===== config.mk =====
export PLATFORM = sky130hd
export DESIGN_NAME = preemptive_job_scheduler
export DESIGN_NICKNAME = d
export VERILOG_FILES = /design/src/design/pjs_pkg.sv /design/src/design/pjs_cell.sv /design/src/design/preemptive_job_scheduler.sv
export SDC_FILE = /design/constraint.sdc
export NUM_CORES = 2
export LEC_CHECK = 0
export BUFFER_PORTS_ARGS = -buffer_cell sky130_fd_sc_hd__buf_4
export CAP_MARGIN = 20
export CORE_UTILIZATION = 63
export DETAILED_ROUTE_END_ITERATION = 10
export PLACE_DENSITY = 0.82
export SLEW_MARGIN = 0
export SYNTH_ARGS = -nofsm -noshare
export SYNTH_HDL_FRONTEND = slang
export SYNTH_SLANG_ARGS = --single-unit

===== constraint.sdc =====
create_clock -name clk -period 4.3 [get_ports clk]
set_input_delay 1.075 -clock clk [delete_from_list [all_inputs] [get_ports clk]]
set_output_delay 1.075 -clock clk [all_outputs]
set_load 0.05 [all_outputs]

===== src/design/pjs_pkg.sv =====
`default_nettype none
package pjs_pkg;

	localparam int NUM_JOBS  = 16;
	localparam int JOB_IDX_W = 4;
	localparam int TIME_W    = 16;
	localparam int PRIO_W    = 8;

	localparam logic MODE_SRT  = 1'b0;
	localparam logic MODE_PRIO = 1'b1;

	localparam logic REQ_LOAD = 1'b0;
	localparam logic REQ_TICK = 1'b1;

	typedef struct packed {
		logic                 valid;
		logic                 found;
		logic [JOB_IDX_W-1:0] idx;
		logic [TIME_W-1:0]    key;
		logic [TIME_W-1:0]    rem;
	} wave_t;

	typedef struct packed {
		logic                 load;
		logic                 run;
		logic [JOB_IDX_W-1:0] idx;
		logic [TIME_W-1:0]    arrival;
		logic [TIME_W-1:0]    burst;
		logic [PRIO_W-1:0]    prio;
	} upd_t;

endpackage
`default_nettype wire


===== src/design/pjs_cell.sv =====
`default_nettype none
module pjs_cell
	import pjs_pkg::*;
(
	input  wire logic                 clk,
	input  wire logic                 arst_n,
	input  wire logic [JOB_IDX_W-1:0] cell_idx,
	input  wire logic                 mode,
	input  wire logic [TIME_W-1:0]    now,
	input  wire upd_t                 upd,
	input  wire wave_t                wave_in,
	output wave_t                     wave_out,
	output logic                      present
);

	logic [TIME_W-1:0]    arrival_q;
	logic [TIME_W-1:0]    rem_q;
	logic [PRIO_W-1:0]    prio_q;
	logic                 present_q;
	logic                 pass_valid_q;
	logic                 pass_found_q;
	logic [JOB_IDX_W-1:0] pass_idx_q;
	logic [TIME_W-1:0]    pass_key_q;
	logic [TIME_W-1:0]    pass_rem_q;

	logic              ready;
	logic [TIME_W-1:0] key;
	logic              take;
	logic              hit;

	assign ready = present_q && (arrival_q <= now);
	assign key   = (mode == MODE_PRIO) ? {{(TIME_W-PRIO_W){1'b0}}, prio_q} : rem_q;
	assign take  = ready && (!wave_in.found || (key < wave_in.key));
	assign hit   = (upd.idx == cell_idx);

	always_ff @(posedge clk or negedge arst_n) begin
		if (!arst_n) begin
			present_q    <= 1'b0;
			pass_valid_q <= 1'b0;
		end else begin
			pass_valid_q <= wave_in.valid;
			if (upd.load && hit) begin
				present_q <= 1'b1;
			end else if (upd.run && hit && (rem_q <= TIME_W'(1))) begin
				present_q <= 1'b0;
			end
		end
	end

	always_ff @(posedge clk) begin
		if (take) begin
			pass_found_q <= 1'b1;
			pass_idx_q   <= cell_idx;
			pass_key_q   <= key;
			pass_rem_q   <= rem_q;
		end else begin
			pass_found_q <= wave_in.found;
			pass_idx_q   <= wave_in.idx;
			pass_key_q   <= wave_in.key;
			pass_rem_q   <= wave_in.rem;
		end
		if (upd.load && hit) begin
			arrival_q <= upd.arrival;
			rem_q     <= upd.burst;
			prio_q    <= upd.prio;
		end else if (upd.run && hit) begin
			rem_q <= (rem_q <= TIME_W'(1)) ? '0 : rem_q - TIME_W'(1);
		end
	end

	assign wave_out.valid = pass_valid_q;
	assign wave_out.found = pass_found_q;
	assign wave_out.idx   = pass_idx_q;
	assign wave_out.key   = pass_key_q;
	assign wave_out.rem   = pass_rem_q;
	assign present        = present_q;

endmodule
`default_nettype wire


===== src/design/preemptive_job_scheduler.sv =====
`default_nettype none
// Channel    Valid      Stall      Transfer payload
// request    req_valid  req_stall  req_type job_index arrival_time burst_time priority_level
// response   rsp_valid  rsp_stall  running_job running_valid job_finished all_done time_now
// config     cfg_wr_en  -          cfg_wr_data (select_mode)
//
// A load passes the apply and done states before its result is registered; a tick
// first scans, as a selection wave walks the cell row one cell a cycle, then applies.
// One request is in work at a time; the result register frees the row for the
// next request while the result waits.
// Reset clears the present bits, the time counter, select_mode and all handshakes.
// A stalled result holds; a finished request waits until the result register frees.
module preemptive_job_scheduler
	import pjs_pkg::*;
(
	input  wire logic                 clk,
	input  wire logic                 arst_n,
	input  wire logic                 cfg_wr_en,
	input  wire logic                 cfg_wr_data,
	input  wire logic                 req_valid,
	output logic                      req_stall,
	input  wire logic                 req_type,
	input  wire logic [JOB_IDX_W-1:0] job_index,
	input  wire logic [TIME_W-1:0]    arrival_time,
	input  wire logic [TIME_W-1:0]    burst_time,
	input  wire logic [PRIO_W-1:0]    priority_level,
	output logic                      rsp_valid,
	input  wire logic                 rsp_stall,
	output logic [JOB_IDX_W-1:0]      running_job,
	output logic                      running_valid,
	output logic                      job_finished,
	output logic                      all_done,
	output logic [TIME_W-1:0]         time_now
);

	localparam logic [1:0] ST_IDLE  = 2'd0;
	localparam logic [1:0] ST_SCAN  = 2'd1;
	localparam logic [1:0] ST_APPLY = 2'd2;
	localparam logic [1:0] ST_DONE  = 2'd3;

	logic [1:0]           state_q;
	logic                 mode_q;
	logic [TIME_W-1:0]    time_q;
	logic                 start_q;
	logic                 tick_q;
	logic [JOB_IDX_W-1:0] idx_q;
	logic [TIME_W-1:0]    arr_q;
	logic [TIME_W-1:0]    burst_q;
	logic [PRIO_W-1:0]    prio_q;
	logic [TIME_W-1:0]    now_q;
	logic                 found_q;
	logic [JOB_IDX_W-1:0] best_q;
	logic                 fin_q;
	logic                 rsp_valid_q;
	logic [JOB_IDX_W-1:0] running_job_q;
	logic                 running_valid_q;
	logic                 job_finished_q;
	logic                 all_done_q;
	logic [TIME_W-1:0]    time_now_q;

	wave_t                wave [NUM_JOBS+1];
	logic [NUM_JOBS-1:0]  present;
	logic [NUM_JOBS-1:0]  wave_valids;
	upd_t                 upd;
	logic                 accept;
	logic                 rsp_free;

	assign req_stall = (state_q != ST_IDLE);
	assign accept    = req_valid && !req_stall;
	assign rsp_free  = !rsp_valid_q || !rsp_stall;

	assign wave[0].valid = start_q;
	assign wave[0].found = 1'b0;
	assign wave[0].idx   = '0;
	assign wave[0].key   = '0;
	assign wave[0].rem   = '0;

	assign upd.load    = (state_q == ST_APPLY) && (tick_q == REQ_LOAD);
	assign upd.run     = (state_q == ST_APPLY) && (tick_q == REQ_TICK) && found_q;
	assign upd.idx     = (tick_q == REQ_TICK) ? best_q : idx_q;
	assign upd.arrival = arr_q;
	assign upd.burst   = burst_q;
	assign upd.prio    = prio_q;

	for (genvar i = 0; i < NUM_JOBS; i++) begin : g_cell
		pjs_cell u_cell (
			.clk      (clk),
			.arst_n   (arst_n),
			.cell_idx (JOB_IDX_W'(i)),
			.mode     (mode_q),
			.now      (now_q),
			.upd      (upd),
			.wave_in  (wave[i]),
			.wave_out (wave[i+1]),
			.present  (present[i])
		);
		assign wave_valids[i] = wave[i+1].valid;
	end

	always_ff @(posedge clk or negedge arst_n) begin
		if (!arst_n) begin
			state_q     <= ST_IDLE;
			mode_q      <= MODE_SRT;
			time_q      <= '0;
			start_q     <= 1'b0;
			rsp_valid_q <= 1'b0;
		end else begin
			start_q <= accept && (req_type == REQ_TICK);
			if (cfg_wr_en) begin
				mode_q <= cfg_wr_data;
			end
			if ((state_q == ST_DONE) && rsp_free) begin
				rsp_valid_q <= 1'b1;
			end else if (rsp_valid_q && !rsp_stall) begin
				rsp_valid_q <= 1'b0;
			end
			case (state_q)
				ST_IDLE: begin
					if (accept) begin
						state_q <= (req_type == REQ_TICK) ? ST_SCAN : ST_APPLY;
					end
				end
				ST_SCAN: begin
					if (wave[NUM_JOBS].valid) begin
						state_q <= ST_APPLY;
					end
				end
				ST_APPLY: begin
					if (tick_q == REQ_TICK) begin
						time_q <= time_q + TIME_W'(1);
					end
					state_q <= ST_DONE;
				end
				ST_DONE: begin
					if (rsp_free) begin
						state_q <= ST_IDLE;
					end
				end
				default: begin
					state_q <= ST_IDLE;
				end
			endcase
		end
	end

	always_ff @(posedge clk) begin
		if (accept) begin
			tick_q  <= req_type;
			idx_q   <= job_index;
			arr_q   <= arrival_time;
			burst_q <= burst_time;
			prio_q  <= priority_level;
			now_q   <= time_q;
			found_q <= 1'b0;
		end
		if ((state_q == ST_SCAN) && wave[NUM_JOBS].valid) begin
			found_q <= wave[NUM_JOBS].found;
			best_q  <= wave[NUM_JOBS].idx;
			fin_q   <= (wave[NUM_JOBS].rem <= TIME_W'(1));
		end
		if ((state_q == ST_DONE) && rsp_free) begin
			running_job_q   <= found_q ? best_q : '0;
			running_valid_q <= found_q;
			job_finished_q  <= found_q && fin_q;
			all_done_q      <= ~|present;
			time_now_q      <= now_q;
		end
	end

	assign rsp_valid     = rsp_valid_q;
	assign running_job   = running_job_q;
	assign running_valid = running_valid_q;
	assign job_finished  = job_finished_q;
	assign all_done      = all_done_q;
	assign time_now      = time_now_q;

	a_one_wave: assert property (@(posedge clk) disable iff (!arst_n)
		$onehot0(wave_valids))
		else $error("more than one selection wave in the cell row");

	a_load_present: assert property (@(posedge clk) disable iff (!arst_n)
		(state_q == ST_DONE) && (tick_q == REQ_LOAD) |-> (|present))
		else $error("loaded entry not present");

	a_time_step: assert property (@(posedge clk) disable iff (!arst_n)
		(state_q == ST_APPLY) && (tick_q == REQ_TICK)
		|=> (time_q == TIME_W'($past(time_q) + 1'b1)))
		else $error("time did not advance by one on a tick");

	a_time_hold: assert property (@(posedge clk) disable iff (!arst_n)
		(state_q != ST_APPLY) |=> $stable(time_q))
		else $error("time changed outside a tick update");

	a_fin_run: assert property (@(posedge clk) disable iff (!arst_n)
		rsp_valid |-> (running_valid || !job_finished))
		else $error("job finished without running");

endmodule
`default_nettype wire


=== After elaboration in Yosys (flattened, before gate mapping) ===
Index checks and enable logic that the tools add are counted.

* Flip-flop bits (word level): 1344
* Input bits: 51
* Output and inout bits: 25
* Word-level logic and storage cells: 551

* Multiplexer cells: 137
* Order comparisons: 48
* Add/subtract/negate cells: 17
* Bitwise operators: 2
* Reduce and logical (&&, ||, !) cells: 164
* Equal/unequal tests: 21

{| class="wikitable"
|+ Operator list
! kind !! number
|-
| $mux W16 || 92
|-
| $le A16 B1 Y1 const B || 17
|-
| $le A16 B16 Y1 || 16
|-
| $sub A16 B1 Y16 const B || 16
|-
| $lt A16 B16 Y1 || 15
|-
| $logic_and A1 B1 Y1 || 88
|-
| $reduce_bool A2 Y1 || 35
|-
| $mux W1 || 38
|-
| $eq A4 B4 Y1 const B || 8
|-
| $logic_not A1 Y1 || 19
|-
| $add A16 B1 Y16 const B || 1
|-
| $eq A4 B3 Y1 const B || 4
|-
| $logic_or A1 B1 Y1 || 16
|-
| $reduce_or A16 Y1 || 1
|-
| $eq A4 B2 Y1 const B || 2
|-
| $mux W2 || 4
|-
| $mux W8 || 1
|-
| $pmux W2 S4 || 1
|-
| $eq A2 B2 Y1 const B || 2
|-
| $eq A4 B1 Y1 const B || 1
|-
| $logic_not A4 Y1 || 1
|-
| $mux W4 || 1
|-
| $ne A2 B2 Y1 const B || 2
|-
| $reduce_and A3 Y1 || 1
|-
| other kinds (6) || 7
|}

=== Longest topological paths before layout ===
* Depth in word-level cells: 7
* Mapped depth: 17
* Gate-level depth less buffers: 11

=== Hierarchy ===
A second synthesis with hierarchy kept.

* Cells, all modules: 5679
* Area, all modules: 67317.1 µm²

{| class="wikitable"
|+ By module, submodules not included
! module !! area each (µm²) !! instances !! cells an instance !! sequential area each (µm²)
|-
| pjs_cell at g_cell[11].u_cell ... || 3956.3 || 8 || 341 || 1991.9
|-
| pjs_cell at g_cell[0].u_cell ... || 3960.0 || 4 || 341 || 1991.9
|-
| pjs_cell at g_cell[8].u_cell ... || 3963.8 || 2 || 345 || 1991.9
|-
| pjs_cell at g_cell[13].u_cell || 3976.3 || 1 || 344 || 1991.9
|-
| pjs_cell at g_cell[7].u_cell || 3975.1 || 1 || 346 || 1991.9
|-
| preemptive_job_scheduler || 3947.5 || 1 || 207 || 3228.1
|}

=== Worst setup path after synthesis ===
Ideal clock, no wire load.

* Path type: flip-flop to flip-flop
* Start: register mode_q
* End: register g_cell[4].u_cell.pass_key_q[10]
* Data required time: 4.179 ns
* Clock period less this slack: 3.814 ns
* Setup time: 0.121 ns
* Stages on the path, launching flop included: 14
* Arrival time: 3.693 ns
* Path buffers: 4
* Path slack: 0.486 ns
* Cell sequence: dfrtp_1 buf_4 buf_2 buf_1 mux2_2 ha_1 a21oi_1 nand2_1 a221oi_1 a21oi_1 a2111o_1 a311oi_4 buf_6 mux2_2

* Word-level cells in the longest chain between the ends: 5

{| class="wikitable"
|+ Ends and longest elaborated chain
! item !! line !! source
|-
| from (decl) || preemptive_job_scheduler.sv:42 || <nowiki>logic mode_q;</nowiki>
|-
| from (signal assigned) || preemptive_job_scheduler.sv:110 || <nowiki>mode_q <= cfg_wr_data;</nowiki>
|-
| $mux W16 * || pjs_cell.sv:32 || <nowiki>assign key = (mode == MODE_PRIO) ? {{(TIME_W-PRIO_W){1'b0}}, prio_q} : rem_q;</nowiki>
|-
| $lt A16 B16 Y1 || pjs_cell.sv:33 || <nowiki>assign take = ready && (!wave_in.found || (key < wave_in.key));</nowiki>
|-
| $logic_or A1 B1 Y1 || pjs_cell.sv:33 ||
|-
| $logic_and A1 B1 Y1 || pjs_cell.sv:33 ||
|-
| $mux W16 * || pjs_cell.sv:51 || <nowiki>if (take) begin</nowiki>
|-
| to (signal assigned) || pjs_cell.sv:54 || <nowiki>pass_key_q <= key;</nowiki>
|-
| to (signal assigned) || pjs_cell.sv:59 || <nowiki>pass_key_q <= wave_in.key;</nowiki>
|-
| to (decl) || pjs_cell.sv:23 || <nowiki>logic [TIME_W-1:0] pass_key_q;</nowiki>
|}

Every way passes the cells marked *; elsewhere a longest branch is shown, timed or not.
A chain may end at the register's enable or synchronous reset.

=== Worst setup path in the final report ===
* Start: register mode_q
* End: register g_cell[12].u_cell.pass_key_q[3]

* Word-level cells in the longest chain between the ends: 5

{| class="wikitable"
|+ Ends and longest elaborated chain
! item !! line
|-
| $mux W16 * || pjs_cell.sv:32
|-
| $lt A16 B16 Y1 || pjs_cell.sv:33
|-
| $logic_or A1 B1 Y1 || pjs_cell.sv:33
|-
| $logic_and A1 B1 Y1 || pjs_cell.sv:33
|-
| $mux W16 * || pjs_cell.sv:51
|-
| to (signal assigned) || pjs_cell.sv:54
|-
| to (signal assigned) || pjs_cell.sv:59
|-
| to (decl) || pjs_cell.sv:23
|}

Marked as above.

==> Implementation_results.wiki <==
{| class="wikitable"
! Metric !! Value
|-
| Status || completed
|-
| Synthesized netlist net count || around 5.8k
|-
| Final ANT Viol Nets || 0
|-
| Register cell area after layout || 34,200 um2
|-
| Global Route Usage Sum || 0.339
|-
| Leakage power || 0.0272 uW
|-
| Final worst path period share || 0.890
|-
| Detailed Route WL || 169,000 um
|-
| Total via count in the routed design || around 43k
|-
| Wire per inst || 24.7 um
|-
| Most used DFF post-synth || sky130_fd_sc_hd__edfxtp_1
|-
| Mapped Cells || 5,266
|-
| Unrepaired setup endpoints after global routing || no
|-
| Power per standard cell area || 581 nW/um2
|-
| Total gr overflow || 0
|-
| Fraction of post-synthesis cell area in the top cell type by area || 0.351
|-
| DRC Markers || 0
|-
| Crit path buf inv count || 3
|-
| Share of total power in combinational logic || 0.249
|-
| Worst IR Drop VDD || 0.000460 V
|-
| Die X-Extent || 317 um
|-
| Part of the total power dissipated in sequential elements || 0.456
|-
| Number of setup violations in the final report || 0
|-
| CP Data Arrival Time || 4.47 ns
|-
| Count of different cell masters after synthesis || 73
|-
| Std cell rows || 115
|-
| Worst hold path startpoint || g_cell[8].u_cell.pass_valid_q
|-
| Sum Neg Setup Slack || 0 ns
|-
| Max Clock Skew || 0.0301 ns
|-
| Switching power || 12,700 uW
|-
| First-pass DRT Iterations || 6
|-
| Cell type contributing the most total cell area after synthesis || sky130_fd_sc_hd__edfxtp_1
|-
| Commonest non-fill, non-tap cell in the layout || sky130_fd_sc_hd__edfxtp_1
|-
| Die outline area || 100,000 um2
|-
| Input/output buffers || 75
|-
| Number of warnings printed during yosys synthesis || 0
|-
| Clock root buffer || sky130_fd_sc_hd__clkbuf_16
|-
| Multi-input gate area in the final layout || 26,500 um2
|-
| Setup slack of the worst register-to-register path || 0.47 ns
|-
| Number of antenna violations at the first check in global routing || 7
|-
| Number of clock sinks seen by CTS || about 1.3k
|-
| Final HPWL from detailed placement || around 120,000 um
|-
| Fillcell total || 6,434
|-
| Clock input transition at the sequential cells of the worst setup and hold paths || about 0.06 ns
|-
| Crit path max-delay cell type || sky130_fd_sc_hd__dfrtp_4
|-
| Post-cts hold buffer count || 0
|-
| Cell area after layout || 70,100 um2
|-
| Final weighted congestion of routability-driven global placement || 0.925
|-
| Power Internal || approximately 28,000 uW
|-
| Via count of the first global-routing pass || 43.0k
|-
| Post-placement cell area || between 60,000 and 70,000 um2
|-
| Clock buffer count from CTS || around 140
|-
| Chip Height || 317 um
|-
| Critical path origin || mode_q
|-
| Critical path destination || g_cell[12].u_cell.pass_key_q[3]
|-
| Number of hold violations in the final report || 0
|-
| Proportion of total power due to net switching || 0.311
|-
| Kind of start point of the critical path || flip-flop
|-
| Post-Route Utilization || 0.713
|-
| Number of H-tree levels || 4
|-
| Proportion of synthesized flip-flops having asynchronous set or reset || 0.0399
|-
| Final critical-path required period || about 3.8 ns
|-
| Number of gates resized after CTS || 0
|-
| Area of the core || 98,300 um2
|-
| Number of top-level pins || 76
|-
| Number of pins with negative max-slew slack in the final report || 0
|-
| CP cell instances || buf_12 -> buf_4 -> mux2_2 -> ha_1 -> nand2_1 -> nor2_1 -> nand2_1 -> o21a_1 -> o221ai_4 -> buf_4 -> mux2_2
|-
| Number of cells on the worst reg-to-reg path || 11
|-
| Clock tree from TritonCTS || built
|-
| Capturing element type of the critical path || flip-flop
|-
| Flip-flop and latch count after synthesis || approximately 1.3k
|-
| Slew margin rel. || 0.162
|-
| Area added between synthesis and finish || 12.3%
|-
| Dominant cells by area after synthesis || sky130_fd_sc_hd__edfxtp_1 35%, sky130_fd_sc_hd__dfxtp_1 17%, sky130_fd_sc_hd__ha_1 10%
|-
| Clk buf depth || 3
|-
| Clock power share || 0.295
|-
| Classification of the worst-slack hold path || reg -> reg
|-
| Kind of critical path || reg -> reg
|-
| Sequential cell area fraction in the yosys report || 0.548
|-
| End of the worst register-to-register path || g_cell[12].u_cell.pass_key_q[3]
|-
| Number of enable flip-flop cells after synthesis || 730
|-
| Commonest cells after routing, fill and taps aside || 730 x sky130_fd_sc_hd__edfxtp_1, 545 x sky130_fd_sc_hd__dfxtp_1, 519 x sky130_fd_sc_hd__ha_1
|-
| R2r startpoint || mode_q
|-
| Family of cells with the greatest summed delay on the critical path || buffers and inverters
|-
| Final layout net count || between 6k and 7k
|-
| Initial Utilization || 0.635
|-
| Clk Latency, worst-skew pair || 0.76 ns
|-
| Transition time of the tightest slew-check pin || between 1 and 1.5 ns
|-
| Largest stage delay on the critical path || 0.61 ns
|-
| Violation count after the first detailed-routing iteration || 4,578
|-
| Global-route wire length before repair || approximately 250,000 um
|-
| Max-cap violations || 0
|-
| Data required time of the worst path || roughly 4.9 ns
|-
| Post-DR vias/cell || 6.28
|-
| Critical path fanouts, max || 69
|-
| Avg Cell Area, Syn || 11.8 um2
|-
| Max Fclk || about 260 MHz
|-
| Number of setup buffers added after CTS || 0
|-
| Layout cell share with drive strength beyond 1 || 0.183
|-
| Cell Area, Synth || 62,400 um2
|-
| Maximum number of pins on one net before global-route repair || 70
|-
| Number of gates on the worst path with buffers counted || 11
|}
-- power by group through the flow --
stage | registers [uW] | clock network [uW] | logic [uW]
after floorplan | 17700 | 0 | 6830
after global placement | 18700 | 0 | 9410
after detailed placement | 18700 | 0 | 9830
after CTS | 18500 | 12100 | 9980
after global routing | 18700 | 12600 | 11000
final | 18600 | 12000 | 10100
-- per-stage QoR --
stage               cells  hold slack, ns  setup WS (ns)  total power, uW
floorplan            5266           0.331          0.486            24500
global placement     6601           0.332          0.633            28100
detailed placement   6601           0.336          0.538            28600
CTS                  6854           0.349          0.537            40600
global route         6857           0.350          0.315            42300
finish               6861           0.349          0.473            40700
-- cells by family (layout without fill, tap and decap cells) --
family                     count (synthesis)  in the layout  share of synthesized area
buffers and inverters                    506            810                     0.0318
and+or+nand+nor                         1376           1376                      0.110
AOI/OAI and AO/OA                        798            798                     0.0823
DFF                                     1328           1328                      0.548
other                                      0              4                          0
xor gates and xnor gates                 199            199                     0.0279
muxes                                    540            540                     0.0967
adders and majority gates                519            519                      0.104
-- synth_stat cells, types with 40 or more instances --
library cell and number:
sky130_fd_sc_hd__dfxtp_1 545, sky130_fd_sc_hd__nand3_1 61, sky130_fd_sc_hd__a21oi_1 183, sky130_fd_sc_hd__mux2i_1 40
sky130_fd_sc_hd__nand2_1 508, sky130_fd_sc_hd__ha_1 519, sky130_fd_sc_hd__nor4_1 59, sky130_fd_sc_hd__nand4_1 52
sky130_fd_sc_hd__clkbuf_1 115, sky130_fd_sc_hd__nor3_1 84, sky130_fd_sc_hd__o31ai_1 148, sky130_fd_sc_hd__o21ai_0 195
sky130_fd_sc_hd__dfrtp_1 53, sky130_fd_sc_hd__nor2_1 204, sky130_fd_sc_hd__nand2b_1 41, sky130_fd_sc_hd__nor2b_1 163
sky130_fd_sc_hd__mux2_2 500, sky130_fd_sc_hd__inv_1 316, sky130_fd_sc_hd__xnor2_1 136, sky130_fd_sc_hd__xor2_1 63
sky130_fd_sc_hd__buf_2 41, sky130_fd_sc_hd__edfxtp_1 730, sky130_fd_sc_hd__a21o_1 87
-- flip-flops by register name, indices dropped and copies added, names as in the netlist, 49 cells and up --
signal                    cells
g_cell.u_cell.pass_idx_q     49
g_cell.u_cell.pass_rem_q    240
g_cell.u_cell.arrival_q     256
g_cell.u_cell.prio_q        128
g_cell.u_cell.pass_key_q    240
g_cell.u_cell.rem_q         256
-- final cells by class --
type | instances | area share
multi-input cells | 3432 | 0.379
flip-flops and latches | 1328 | 0.488
diodes | 4 | 0.000143
clock buffers | 205 | 0.0592
well taps | 1287 | 0.0230
repair buffers | 239 | 0.0274
inverters | 318 | 0.0170
clock inverters | 48 | 0.00688
-- metal layers --
layer	up-vias	part of all wire	track usage
met2	2090	0.47	0.550
met1	20893	0.37	0.411
met3	641	0.088	0.0746
met4	6	0.070	0.219
met5	-	0.00027	0
li1	19484	-	-
-- worst min path at each step --
stage | slack [ns] | cells after the start | to
floorplan | 0.33 | 0 | g_cell[0].u_cell.pass_valid_q
global placement | 0.33 | 0 | g_cell[0].u_cell.pass_valid_q
detailed placement | 0.34 | 0 | g_cell[5].u_cell.pass_valid_q
CTS | 0.35 | 0 | g_cell[5].u_cell.pass_valid_q
global route | 0.35 | 0 | g_cell[5].u_cell.pass_valid_q
finish | 0.35 | 0 | g_cell[9].u_cell.pass_valid_q
Note: power is estimated with default switching activity, not from simulation.
